--- src/hdl/stok_pkg.sv ---
// ----------------------------------------------------------------------------
// stok_pkg
// Shared constants, token kinds and character classes for the source
// tokenizer.
// ----------------------------------------------------------------------------
package stok_pkg;

   // default counter widths
   localparam int LINE_BITS_DEF   = 16;
   localparam int OFFSET_BITS_DEF = 24;
   localparam int LENGTH_BITS_DEF = 16;

   localparam int KIND_BITS  = 4;
   localparam int CHAR_BITS  = 8;

   // result queue
   localparam int QUEUE_DEPTH = 4;
   localparam int QPTR_BITS   = $clog2(QUEUE_DEPTH);
   localparam int QCNT_BITS   = $clog2(QUEUE_DEPTH + 1);

   typedef logic [KIND_BITS-1:0] kind_type;
   typedef logic [CHAR_BITS-1:0] char_type;

   // token kinds
   localparam kind_type KIND_LET        = 4'd0;
   localparam kind_type KIND_IDENT      = 4'd1;
   localparam kind_type KIND_INTEGER    = 4'd2;
   localparam kind_type KIND_ASSIGN     = 4'd3;
   localparam kind_type KIND_PLUS       = 4'd4;
   localparam kind_type KIND_MINUS      = 4'd5;
   localparam kind_type KIND_STAR       = 4'd6;
   localparam kind_type KIND_SLASH      = 4'd7;
   localparam kind_type KIND_LPAREN     = 4'd8;
   localparam kind_type KIND_RPAREN     = 4'd9;
   localparam kind_type KIND_COMMA      = 4'd10;
   localparam kind_type KIND_SEMI       = 4'd11;
   localparam kind_type KIND_END        = 4'd12;
   localparam kind_type KIND_BAD_NUMBER = 4'd13;
   localparam kind_type KIND_UNEXPECTED = 4'd14;

   // character codes
   localparam char_type CH_TAB    = 8'h09;
   localparam char_type CH_CR     = 8'h0D;
   localparam char_type CH_NL     = 8'h0A;
   localparam char_type CH_SPACE  = 8'h20;
   localparam char_type CH_UNDER  = 8'h5F;
   localparam char_type CH_SLASH  = 8'h2F;
   localparam char_type CH_EQUAL  = 8'h3D;
   localparam char_type CH_PLUS   = 8'h2B;
   localparam char_type CH_MINUS  = 8'h2D;
   localparam char_type CH_STAR   = 8'h2A;
   localparam char_type CH_LPAREN = 8'h28;
   localparam char_type CH_RPAREN = 8'h29;
   localparam char_type CH_COMMA  = 8'h2C;
   localparam char_type CH_SEMI   = 8'h3B;
   localparam char_type CH_L      = 8'h6C;
   localparam char_type CH_E      = 8'h65;
   localparam char_type CH_T      = 8'h74;
   localparam char_type CH_0      = 8'h30;
   localparam char_type CH_9      = 8'h39;
   localparam char_type CH_UC_A   = 8'h41;
   localparam char_type CH_UC_Z   = 8'h5A;
   localparam char_type CH_LC_A   = 8'h61;
   localparam char_type CH_LC_Z   = 8'h7A;

   function automatic logic is_space(char_type c);
      return (c == CH_SPACE) || ((c >= CH_TAB) && (c <= CH_CR));
   endfunction

   function automatic logic is_digit(char_type c);
      return (c >= CH_0) && (c <= CH_9);
   endfunction

   function automatic logic is_id_start(char_type c);
      return ((c >= CH_UC_A) && (c <= CH_UC_Z)) ||
             ((c >= CH_LC_A) && (c <= CH_LC_Z)) || (c == CH_UNDER);
   endfunction

   function automatic logic is_id_part(char_type c);
      return is_id_start(c) || is_digit(c);
   endfunction

   // single-character tokens; anything else is unexpected
   function automatic kind_type single_kind(char_type c);
      kind_type k;
      unique case (c)
         CH_EQUAL:  k = KIND_ASSIGN;
         CH_PLUS:   k = KIND_PLUS;
         CH_MINUS:  k = KIND_MINUS;
         CH_STAR:   k = KIND_STAR;
         CH_LPAREN: k = KIND_LPAREN;
         CH_RPAREN: k = KIND_RPAREN;
         CH_COMMA:  k = KIND_COMMA;
         CH_SEMI:   k = KIND_SEMI;
         default:   k = KIND_UNEXPECTED;
      endcase
      return k;
   endfunction

endpackage

--- src/hdl/stok_scan.sv ---
// ----------------------------------------------------------------------------
// stok_scan
// Scanner state and per-byte token formation. Each accepted word yields up
// to two packed result words for the result queue.
// ----------------------------------------------------------------------------
module stok_scan
   import stok_pkg::*;
#(
   parameter int LINE_BITS   = LINE_BITS_DEF,
   parameter int OFFSET_BITS = OFFSET_BITS_DEF,
   parameter int LENGTH_BITS = LENGTH_BITS_DEF,
   parameter int WORD_BITS   = 64
) (
   input  logic                 clock,
   input  logic                 reset,
   input  logic                 take_word,
   input  logic                 cmd_end,
   input  char_type             char_byte,
   output logic [1:0]           push_count,
   output logic [WORD_BITS:0]   push_word0,   // {last, data}
   output logic [WORD_BITS:0]   push_word1
);

   localparam int LINE_LSB   = KIND_BITS;
   localparam int OFFSET_LSB = LINE_LSB + LINE_BITS;
   localparam int LENGTH_LSB = OFFSET_LSB + OFFSET_BITS;

   // scan modes
   localparam logic [2:0] MODE_IDLE    = 3'd0;
   localparam logic [2:0] MODE_IDENT   = 3'd1;
   localparam logic [2:0] MODE_NUMBER  = 3'd2;
   localparam logic [2:0] MODE_SLASH   = 3'd3;
   localparam logic [2:0] MODE_COMMENT = 3'd4;
   localparam logic [2:0] MODE_ERROR   = 3'd5;

   // keyword match progress
   localparam logic [2:0] KW_START = 3'd0;
   localparam logic [2:0] KW_L     = 3'd1;
   localparam logic [2:0] KW_LE    = 3'd2;
   localparam logic [2:0] KW_LET   = 3'd3;
   localparam logic [2:0] KW_NONE  = 3'd4;

   logic [2:0]             mode_ff, mode_in;
   logic [LINE_BITS-1:0]   line_ff, line_in;
   logic [OFFSET_BITS-1:0] offset_ff, offset_in;
   logic [OFFSET_BITS-1:0] start_ff, start_in;
   logic [LENGTH_BITS-1:0] len_ff, len_in;
   logic [2:0]             kw_ff, kw_in;

   logic [LINE_BITS-1:0]   line_inc;
   logic [OFFSET_BITS-1:0] offset_inc;
   logic [LENGTH_BITS-1:0] len_inc;

   // fresh-byte handling
   logic [2:0]             fr_mode;
   logic [LINE_BITS-1:0]   fr_line;
   logic [OFFSET_BITS-1:0] fr_start;
   logic [LENGTH_BITS-1:0] fr_len;
   logic [2:0]             fr_kw;
   logic                   fr_emit;
   kind_type               fr_kind;

   // pending run flush
   logic                   fl_valid;
   kind_type               fl_kind;

   // two result slots
   logic                   a_valid, b_valid;
   kind_type               a_kind, b_kind;
   logic [OFFSET_BITS-1:0] a_start, b_start;
   logic [LENGTH_BITS-1:0] a_len, b_len;

   function automatic logic [WORD_BITS:0] pack_word(
      kind_type k, logic [LINE_BITS-1:0] ln, logic [OFFSET_BITS-1:0] st,
      logic [LENGTH_BITS-1:0] lg, logic lst);
      logic [WORD_BITS:0] w;
      w = '0;
      w[KIND_BITS-1:0]                   = k;
      w[OFFSET_LSB-1:LINE_LSB]           = ln;
      w[LENGTH_LSB-1:OFFSET_LSB]         = st;
      w[LENGTH_LSB+LENGTH_BITS-1:LENGTH_LSB] = lg;
      w[WORD_BITS]                       = lst;
      return w;
   endfunction

   assign line_inc   = (line_ff == '1)   ? line_ff   : line_ff + 1'b1;
   assign offset_inc = (offset_ff == '1) ? offset_ff : offset_ff + 1'b1;
   assign len_inc    = (len_ff == '1)    ? len_ff    : len_ff + 1'b1;

   always_comb begin
      fr_mode  = MODE_IDLE;
      fr_line  = line_ff;
      fr_start = start_ff;
      fr_len   = len_ff;
      fr_kw    = kw_ff;
      fr_emit  = 1'b0;
      fr_kind  = KIND_UNEXPECTED;
      if (is_space(char_byte)) begin
         if (char_byte == CH_NL) fr_line = line_inc;
      end else if (char_byte == CH_SLASH) begin
         fr_mode  = MODE_SLASH;
         fr_start = offset_ff;
         fr_len   = LENGTH_BITS'(1);
      end else if (is_id_start(char_byte)) begin
         fr_mode  = MODE_IDENT;
         fr_start = offset_ff;
         fr_len   = LENGTH_BITS'(1);
         fr_kw    = (char_byte == CH_L) ? KW_L : KW_NONE;
      end else if (is_digit(char_byte)) begin
         fr_mode  = MODE_NUMBER;
         fr_start = offset_ff;
         fr_len   = LENGTH_BITS'(1);
      end else begin
         fr_emit = 1'b1;
         fr_kind = single_kind(char_byte);
         if (fr_kind == KIND_UNEXPECTED) fr_mode = MODE_ERROR;
      end
   end

   always_comb begin
      fl_valid = 1'b1;
      fl_kind  = KIND_SLASH;
      unique case (mode_ff)
         MODE_IDENT:  fl_kind = (kw_ff == KW_LET) ? KIND_LET : KIND_IDENT;
         MODE_NUMBER: fl_kind = KIND_INTEGER;
         MODE_SLASH:  fl_kind = KIND_SLASH;
         default:     fl_valid = 1'b0;
      endcase
   end

   always_comb begin
      mode_in   = mode_ff;
      line_in   = line_ff;
      offset_in = offset_ff;
      start_in  = start_ff;
      len_in    = len_ff;
      kw_in     = kw_ff;
      a_valid   = 1'b0;
      a_kind    = fl_kind;
      a_start   = start_ff;
      a_len     = len_ff;
      b_valid   = 1'b0;
      b_kind    = fr_kind;
      b_start   = offset_ff;
      b_len     = LENGTH_BITS'(1);
      if (take_word) begin
         if (cmd_end) begin
            // flush, end token, then back to the reset state
            a_valid   = fl_valid;
            b_valid   = 1'b1;
            b_kind    = KIND_END;
            b_len     = '0;
            mode_in   = MODE_IDLE;
            line_in   = LINE_BITS'(1);
            offset_in = '0;
            start_in  = '0;
            len_in    = '0;
            kw_in     = KW_START;
         end else begin
            unique case (mode_ff)
               MODE_ERROR: begin
               end
               MODE_COMMENT: begin
                  if (char_byte == CH_NL) begin
                     line_in = line_inc;
                     mode_in = MODE_IDLE;
                  end
               end
               MODE_IDENT: begin
                  if (is_id_part(char_byte)) begin
                     len_in = len_inc;
                     if (kw_ff == KW_L && char_byte == CH_E) kw_in = KW_LE;
                     else if (kw_ff == KW_LE && char_byte == CH_T) kw_in = KW_LET;
                     else kw_in = KW_NONE;
                  end else begin
                     a_valid  = 1'b1;
                     b_valid  = fr_emit;
                     mode_in  = fr_mode;
                     line_in  = fr_line;
                     start_in = fr_start;
                     len_in   = fr_len;
                     kw_in    = fr_kw;
                  end
               end
               MODE_NUMBER: begin
                  if (is_digit(char_byte)) begin
                     len_in = len_inc;
                  end else if (is_id_start(char_byte)) begin
                     // length counts the offending character
                     a_valid = 1'b1;
                     a_kind  = KIND_BAD_NUMBER;
                     a_len   = len_inc;
                     mode_in = MODE_ERROR;
                  end else begin
                     a_valid  = 1'b1;
                     b_valid  = fr_emit;
                     mode_in  = fr_mode;
                     line_in  = fr_line;
                     start_in = fr_start;
                     len_in   = fr_len;
                     kw_in    = fr_kw;
                  end
               end
               MODE_SLASH: begin
                  if (char_byte == CH_SLASH) begin
                     mode_in = MODE_COMMENT;
                  end else begin
                     a_valid  = 1'b1;
                     b_valid  = fr_emit;
                     mode_in  = fr_mode;
                     line_in  = fr_line;
                     start_in = fr_start;
                     len_in   = fr_len;
                     kw_in    = fr_kw;
                  end
               end
               default: begin
                  b_valid  = fr_emit;
                  mode_in  = fr_mode;
                  line_in  = fr_line;
                  start_in = fr_start;
                  len_in   = fr_len;
                  kw_in    = fr_kw;
               end
            endcase
            if (mode_in != MODE_ERROR) offset_in = offset_inc;
         end
      end
   end

   // results all carry the line number from before this word
   always_comb begin
      push_count = {1'b0, a_valid} + {1'b0, b_valid};
      push_word1 = pack_word(b_kind, line_ff, b_start, b_len, 1'b1);
      if (a_valid) begin
         push_word0 = pack_word(a_kind, line_ff, a_start, a_len, ~b_valid);
      end else begin
         push_word0 = push_word1;
      end
   end

   always_ff @(posedge clock) begin
      if (reset) begin
         mode_ff   <= MODE_IDLE;
         line_ff   <= LINE_BITS'(1);
         offset_ff <= '0;
         start_ff  <= '0;
         len_ff    <= '0;
         kw_ff     <= KW_START;
      end else begin
         mode_ff   <= mode_in;
         line_ff   <= line_in;
         offset_ff <= offset_in;
         start_ff  <= start_in;
         len_ff    <= len_in;
         kw_ff     <= kw_in;
      end
   end

endmodule

--- src/hdl/stok_rspq.sv ---
// ----------------------------------------------------------------------------
// stok_rspq
// Small result queue: up to two words in, one out (on rsp_tready) per cycle.
// ----------------------------------------------------------------------------
module stok_rspq
   import stok_pkg::*;
#(
   parameter int WORD_BITS = 64
) (
   input  logic                 clock,
   input  logic                 reset,
   input  logic [1:0]           push_count,
   input  logic [WORD_BITS:0]   push_word0,
   input  logic [WORD_BITS:0]   push_word1,
   output logic                 room_for_two,
   output logic                 rsp_tvalid,
   input  logic                 rsp_tready,
   output logic [WORD_BITS-1:0] rsp_tdata,
   output logic                 rsp_tlast
);

   logic [WORD_BITS:0]   q_ff [QUEUE_DEPTH];
   logic [QPTR_BITS-1:0] wr_ptr_ff, wr_ptr_in;
   logic [QPTR_BITS-1:0] rd_ptr_ff, rd_ptr_in;
   logic [QCNT_BITS-1:0] count_ff, count_in;
   logic [QPTR_BITS-1:0] wr_ptr_next;
   logic                 pop;

   assign pop          = rsp_tvalid & rsp_tready;
   assign rsp_tvalid   = (count_ff != '0);
   assign room_for_two = (count_ff <= QCNT_BITS'(QUEUE_DEPTH - 2));
   assign rsp_tdata    = q_ff[rd_ptr_ff][WORD_BITS-1:0];
   assign rsp_tlast    = q_ff[rd_ptr_ff][WORD_BITS];
   assign wr_ptr_next  = wr_ptr_ff + 1'b1;

   always_comb begin
      wr_ptr_in = wr_ptr_ff + QPTR_BITS'(push_count);
      rd_ptr_in = pop ? rd_ptr_ff + 1'b1 : rd_ptr_ff;
      count_in  = count_ff + QCNT_BITS'(push_count) - QCNT_BITS'(pop);
   end

   always_ff @(posedge clock) begin
      if (push_count != 2'd0) q_ff[wr_ptr_ff] <= push_word0;
      if (push_count == 2'd2) q_ff[wr_ptr_next] <= push_word1;
   end

   always_ff @(posedge clock) begin
      if (reset) begin
         wr_ptr_ff <= '0;
         rd_ptr_ff <= '0;
         count_ff  <= '0;
      end else begin
         wr_ptr_ff <= wr_ptr_in;
         rd_ptr_ff <= rd_ptr_in;
         count_ff  <= count_in;
      end
   end

endmodule

--- src/hdl/source_tokenizer.sv ---
// ----------------------------------------------------------------------------
// source_tokenizer
// Byte-serial lexical tokenizer: source bytes in, tokens out with kind, line,
// start offset and length.
// ----------------------------------------------------------------------------
// One source byte (or end-of-source command, req_tuser high) is taken per
// clock while req_tready is high. Each word yields zero, one or two tokens;
// the scanner forms them in the cycle the word is taken and writes them into
// a four-word result queue, and rsp_tlast marks the last token caused by that
// word. The queue drains one token per cycle while rsp_tready is high, so the
// sustained rate is one input word per cycle while words yield at most one
// token each; a two-token word adds a token to drain. req_tready is high
// whenever the queue has room for two tokens, independent of rsp_tready in
// the same cycle. After an unexpected character or a malformed number, bytes
// are dropped until end of source. No start-up sequence after reset.
// ----------------------------------------------------------------------------
module source_tokenizer
   import stok_pkg::*;
#(
   parameter int LINE_BITS   = LINE_BITS_DEF,
   parameter int OFFSET_BITS = OFFSET_BITS_DEF,
   parameter int LENGTH_BITS = LENGTH_BITS_DEF,
   localparam int RSP_BITS   = KIND_BITS + LINE_BITS + OFFSET_BITS + LENGTH_BITS,
   localparam int RSP_DATA_W = ((RSP_BITS + 7) / 8) * 8
) (
   input  logic                  clock,
   input  logic                  reset,
   input  logic                  req_tvalid,
   output logic                  req_tready,
   input  logic [7:0]            req_tdata,   // char_byte
   input  logic                  req_tuser,   // cmd: 1 = end of source
   output logic                  rsp_tvalid,
   input  logic                  rsp_tready,
   // token_kind, line_number, start_offset, token_length, zero fill
   output logic [RSP_DATA_W-1:0] rsp_tdata,
   output logic                  rsp_tlast    // last_of_run
);

   logic                  take_word;
   logic [1:0]            push_count;
   logic [RSP_DATA_W:0]   push_word0;
   logic [RSP_DATA_W:0]   push_word1;

   assign take_word = req_tvalid & req_tready;

   stok_scan #(
      .LINE_BITS   (LINE_BITS),
      .OFFSET_BITS (OFFSET_BITS),
      .LENGTH_BITS (LENGTH_BITS),
      .WORD_BITS   (RSP_DATA_W)
   ) u_scan (
      .clock      (clock),
      .reset      (reset),
      .take_word  (take_word),
      .cmd_end    (req_tuser),
      .char_byte  (req_tdata),
      .push_count (push_count),
      .push_word0 (push_word0),
      .push_word1 (push_word1)
   );

   stok_rspq #(
      .WORD_BITS (RSP_DATA_W)
   ) u_rspq (
      .clock        (clock),
      .reset        (reset),
      .push_count   (push_count),
      .push_word0   (push_word0),
      .push_word1   (push_word1),
      .room_for_two (req_tready),
      .rsp_tvalid   (rsp_tvalid),
      .rsp_tready   (rsp_tready),
      .rsp_tdata    (rsp_tdata),
      .rsp_tlast    (rsp_tlast)
   );

endmodule
--- config.mk ---
export PLATFORM = sky130hd
export DESIGN_NAME = source_tokenizer
export DESIGN_NICKNAME = d
export VERILOG_FILES = /design/src/hdl/stok_pkg.sv /design/src/hdl/stok_scan.sv /design/src/hdl/stok_rspq.sv /design/src/hdl/source_tokenizer.sv
export SDC_FILE = /design/constraint.sdc
export NUM_CORES = 1
export LEC_CHECK = 0
export ABC_AREA = 1
export CAP_MARGIN = 20
export CORE_AREA = 4 4 208 210
export DETAILED_ROUTE_END_ITERATION = 7
export DIE_AREA = 0 0 212 214
export DONT_BUFFER_PORTS = 1
export MAX_ROUTING_LAYER = met4
export PLACE_DENSITY_LB_ADDON = 0.25
export SYNTH_ARGS = -nofsm -noshare
export SYNTH_HDL_FRONTEND = slang
export SYNTH_SLANG_ARGS = --single-unit
export TNS_END_PERCENT = 20
--- constraint.sdc ---
create_clock -name clock -period 4.55 [get_ports clock]
set_clock_uncertainty 0.1 [all_clocks]
set_input_delay 0.2275 -clock clock [delete_from_list [all_inputs] [get_ports clock]]
set_output_delay 0.2275 -clock clock [all_outputs]
set_load 0.01 [all_outputs]
# After elaboration in Yosys (flattened, before gate mapping)
# Memory sizes are Yosys's and may differ from the RTL's. A register that Yosys moved wholly into a read port is not among the register bits.
# Cells that the tools add are included.
[classes]
add_sub_neg = 9
magnitude_cmp = 9
eq_ne = 37
muxes = 108
n_bitwise = 3
n_reduce_logical = 20
[ops]
columns = ["cell", "n"]
rows = [
  ["$mux 16", 24],
  ["$mux 24", 12],
  ["$pmux 24 s4", 1],
  ["$eq 8x6->1 const B", 10],
  ["$pmux 16 s5", 1],
  ["$mux 3", 24],
  ["$mux 65", 1],
  ["$pmux 16 s4", 1],
  ["$mux 4", 15],
  ["$add 16x1->16 const B", 2],
  ["$eq 16x16->1 const B", 2],
  ["$eq 8x7->1 const B", 4],
  ["$pmux 4 s8", 1],
  ["$add 24x1->24 const B", 1],
  ["$eq 24x24->1 const B", 1],
  ["$mux 1", 21],
  ["$ge 8x7->1 const B", 2],
  ["$le 8x7->1 const B", 2],
  ["$ne 3x3->1 const B", 5],
  ["$pmux 3 s5", 1],
  ["$eq 3x2->1 const B", 4],
  ["$pmux 3 s4", 1],
  ["$reduce_and 6->1", 2],
  ["$eq 8x4->1 const B", 1],
  ["32 further kinds", 47],
]
[word_totals]
ff_bits = 93
mem_bits_rw = 260
elab_cells = 196
mem_count = 1
[memory_table]
columns = ["name", "words", "word_bits", "read_ports", "rd_clocked_by_memory_dff", "wr", "line_no", "rtl"]
rows = [
  ["u_rspq.q_ff", 4, 65, 1, 1, 2, "stok_rspq.sv:22", "logic [WORD_BITS:0] q_ff [QUEUE_DEPTH];"],
]

# Depth between registers and ports, before layout
[depth]
word_depth = 21
depth_mapped = 21
depth_no_buf = 18

# By module
# Synthesis repeated with hierarchy kept, for this count alone.
[hier_totals]
hier_cells = 2343
area_unflattened_um2 = 19134.6
[modules_own_cells]
columns = ["module", "instances", "cells_each", "area_each_um2", "seq_area_each_um2"]
rows = [
  ["stok_rspq", 1, 1344, 12953.7, 7987.7],
  ["stok_scan", 1, 997, 6173.4, 1721.7],
  ["source_tokenizer", 1, 2, 7.5, 0.0],
]

# Worst setup path before layout
# OpenSTA, ideal clock, no wires.
[synth_timing]
path_type = "flip-flop to flip-flop"
startpoint = "register u_scan.mode_ff[1]"
endpoint = "memory u_rspq.q_ff[3][49] (netlist name)"
setup_ns = 0.130
arrival_time_ns = 3.778
setup_slack_ns = 0.543
stages_incl_launch_ff = 18
cell_sequence = "dfxtp_1 inv_2 nor2_1 nand2_1 clkinv_1 nand2_1 nand4_1 nand2_1 buf_4 buf_2 ha_1 nor3_1 clkinv_1 nand2_1 inv_1 clkbuf_1 nand2_1 o21ai_0"
[synth_lines]
columns = ["element", "line_no", "rtl"]
rows = [
  ["from (decl)", "stok_scan.sv:43", "logic [2:0] mode_ff, mode_in;"],
  ["from (signal assigned)", "stok_scan.sv:251", "mode_ff <= mode_in;"],
  ["to (decl)", "stok_rspq.sv:22", ""],
]

# Worst setup path after layout
[layout_timing]
startpoint = "register u_scan.offset_ff[0], in the netlist u_scan.b_start[0]"
endpoint = "register u_scan.offset_ff[20], in the netlist u_scan.b_start[20]"
[layout_between]
elab_chain_cells = 4
word_cells_on_any_way = 7
[layout_rtl]
columns = ["element", "line_no", "rtl"]
rows = [
  ["from (decl)", "stok_scan.sv:45", "logic [OFFSET_BITS-1:0] offset_ff, offset_in;"],
  ["from (signal assigned)", "stok_scan.sv:253", "offset_ff <= offset_in;"],
  ["$add 24x1->24", "stok_scan.sv:87", "assign offset_inc = (offset_ff == '1) ? offset_ff : offset_ff + 1'b1;"],
  ["$mux 24", "stok_scan.sv:87", ""],
  ["$mux 24", "stok_scan.sv:226", "if (mode_in != MODE_ERROR) offset_in = offset_inc;"],
  ["$mux 24", "stok_scan.sv:147", "if (cmd_end) begin"],
]
# Parallel ways exist; a longest one is shown, timed or not. The select of a mux whose other input is x is not followed.
# A chain may end at the register's enable or synchronous reset.

==> summary.txt <==
Hold slack - 14.8 ps
Top post-synthesis cells by area - edfxtp_1 33%, dfxtp_1 19%, nand2_1 7.1%
Initial antenna violation count - 1
Setup crit start kind - register
Unrepaired setup endpoints after global routing - no
Slew of the pin with the lowest slew margin - 832 ps
Hold crit path type - in -> reg
Clock slew at reported path FFs - 60 ps
Via count of the first global-routing pass - 13100
Pre-Repair DR Iteration Count - 7
Rel. slew slack - 43.9%
Share of cells above drive strength 1 - 6.91%
Die Y - 214 um
Final Max Slew Viols - 0
Core area - 41600 um2
Leak pwr - 6.19 nW
Fin crit share - 81.8%
CP most frequent cell - nand2_1
1st-iter DRT viols - 1370
DRC Markers - 0
Initial core utilization - 39.3%
Syn Area/Cell - 8.42 um2
Fin crit period - 3720 ps
Vias - 13900
Per-cell routed wire length - 19.7 um
CTS Buf Count - 38
Detail-routed via count per cell - 5.66
H-tree depth - 2
Grt ovf - 0
Post-Route WL - 48500 um
Fin. Hold Viols - 0
Critical Path Sink Type - register
Top cell type's share of synthesized area - 33.1%
Crit-path max cell delay - 550 ps
CTS tree - yes
Row count - 75
Power Dens Cells - 461 nW/um2
Most frequent cells in the layout - 304 x nand2_1, 283 x nor2_1, 203 x o21ai_0
WP data required - 4930 ps
Area of the die - 45400 um2
Asr flop ratio synth - 0%
Total Routing Usage GR - 21.3%
Final setup fails - 0
Setup TNS - 0 ps
Max Cap Violations - 0
Main synth FF type - edfxtp_1
CTS Root Cell - clkbuf_16
Synthesized instance count - 1940
Area delta synth->final - 10.3%
Sequential-to-total area share from yosys stat - 52.6%
Synthesized cell area - 16300 um2
Post-synth top area cell - edfxtp_1
CP Buf/Inv Count - 3
Placer Congestion - 0.849
Crit Path Max Fanout - 24
# IOs - 80
Skew-Pair Late Insertion Delay - 530 ps
Syn. warnings - 0
Commonest non-fill, non-tap cell in the layout - nand2_1
Fmax achieved - 269 MHz
Post-DRT Antenna Nets - 0
Seq cells post-synth - 339
DPL Wire Length - 29900 um
Port buffer count - 0
First-pass GRT wire length - 75900 um
Cell variety after synth - 52
DIE WIDTH - 212 um
CP Data Arrival Time - 4100 ps
Setup CP Type - reg -> reg
CTS sink cnt - 339
Status - completed
Number of synthesized flops with an enable pin - 180
Crit-path slowest cell - dlygate4sd3_1
Worst VDD drop - 0.000238 V
Crit path max-delay family - simple AND/OR/NAND/NOR gates
Post-CTS Resized - 0
Largest net degree at the start of global routing - 96
Max Root-Sink Buffers - 3
Final nets - 1920
CP Cell Sequence - ha_1 -> nand2_1 -> nor2_2 -> nand2_1 -> nor2_1 -> inv_1 -> nor4_1 -> a31oi_2 -> buf_4 -> nand2_4 -> nand2_1 -> a21oi_1 -> dlygate4sd3_1
==> synth_stat cells (6+ instances only) <==
master	instances
nand2_1	309
nor2_1	283
o21ai_0	203
edfxtp_1	180
o22ai_1	169
dfxtp_1	159
inv_1	128
a21oi_1	94
clkbuf_1	93
nand3_1	81
o21ai_1	43
nor3_1	27
xor2_1	19
buf_2	16
ha_1	10
nor4_1	10
nand4_1	9
inv_2	8
a22oi_1	7
buf_4	7
clkinv_1	7
o31ai_1	6
==> layout make-up <==
class / instances / area, um2
antenna: 1 / 2.50
clock buffer: 54 / 1040
clock inverter: 14 / 110
fill: 4089 / 23600
inverter: 143 / 538
multi-input combinational: 1338 / 6690
sequential: 339 / 8590
tap: 539 / 674
timing repair buffer: 36 / 358
==> timing repair <==
action	4_1_cts	5_1_grt
endpoints found under the hold margin	76	0
buffers inserted	0	0
hold buffers	9	0
==> tightest hold or removal path, stage by stage <==
cell and delay (ps):
o21ai_2 190, nand2_1 120, a21oi_1 50
==> sequential cells by signal, indices dropped and copies added, names as in the netlist, named ones only <==
signal,count
u_scan.line_ff,16
u_rspq.rd_ptr_ff,2
u_rspq.count_ff,3
u_scan.kw_ff,3
u_scan.mode_ff,3
u_scan.b_start,24
u_rspq.wr_ptr_ff,2
u_scan.len_ff,16
u_rspq.q_ff,244
u_scan.a_start,24
==> cells by family (layout without fill, tap and decap cells) <==
logic type | Yosys count | count (layout) | share of synthesized area (%)
compound gates | 553 | 553 | 19.2
xor+xnor | 23 | 23 | 1.23
fa+ha+maj | 11 | 11 | 0.889
buf+inv | 266 | 247 | 6.63
flops | 339 | 339 | 52.6
other cells | 1 | 5 | 0.0230
simple gates | 747 | 747 | 19.5
==> stage by stage <==
| step | utilization [%] | power (mW) | instance area (um2) | worst slack [ps] | cells |
|---|---|---|---|---|---|
| finish | 43.3 | 8.30 | 18000 | 830 | 2464 |
| global route | 43.3 | 8.68 | 18000 | 615 | 2464 |
| CTS | 43.3 | 8.37 | 18000 | 892 | 2463 |
| global placement | 40.3 | 5.45 | 16700 | 1140 | 2386 |
| detailed placement | 40.3 | 5.46 | 16700 | 1090 | 2386 |
| floorplan | - | 4.89 | 16300 | 543 | 1943 |
==> report_power, final <==
part	internal (mW)	total, mW	switching, mW
Clock	1.66	2.89	1.23
Combinational	0.431	1.83	1.40
Sequential	3.46	3.58	0.125
==> metal layers <==
| layer | part of all wire (%) | global-route usage (%) | up-vias |
|---|---|---|---|
| li1 | - | - | 6653 |
| met1 | 45 | 30.2 | 6708 |
| met2 | 46 | 32.5 | 496 |
| met3 | 6.9 | 3.44 | 81 |
| met4 | 1.9 | 4.63 | 0 |
| met5 | 0 | - | - |
==> final timing paths <==
kind | startpoint | endpoint | slack [ps] | depth (start not counted)
hold / removal | req_tuser | u_scan.len_ff[15] | 10 | 3
setup reg to reg | u_scan.b_start[0] | u_scan.b_start[20] | 830 | 13
setup / recovery | u_scan.b_start[0] | u_scan.b_start[20] | 830 | 13
hold reg to reg | u_rspq.q_ff[1][52] | u_rspq.q_ff[1][52] | 360 | 2
(Power assumes the default switching activity.)
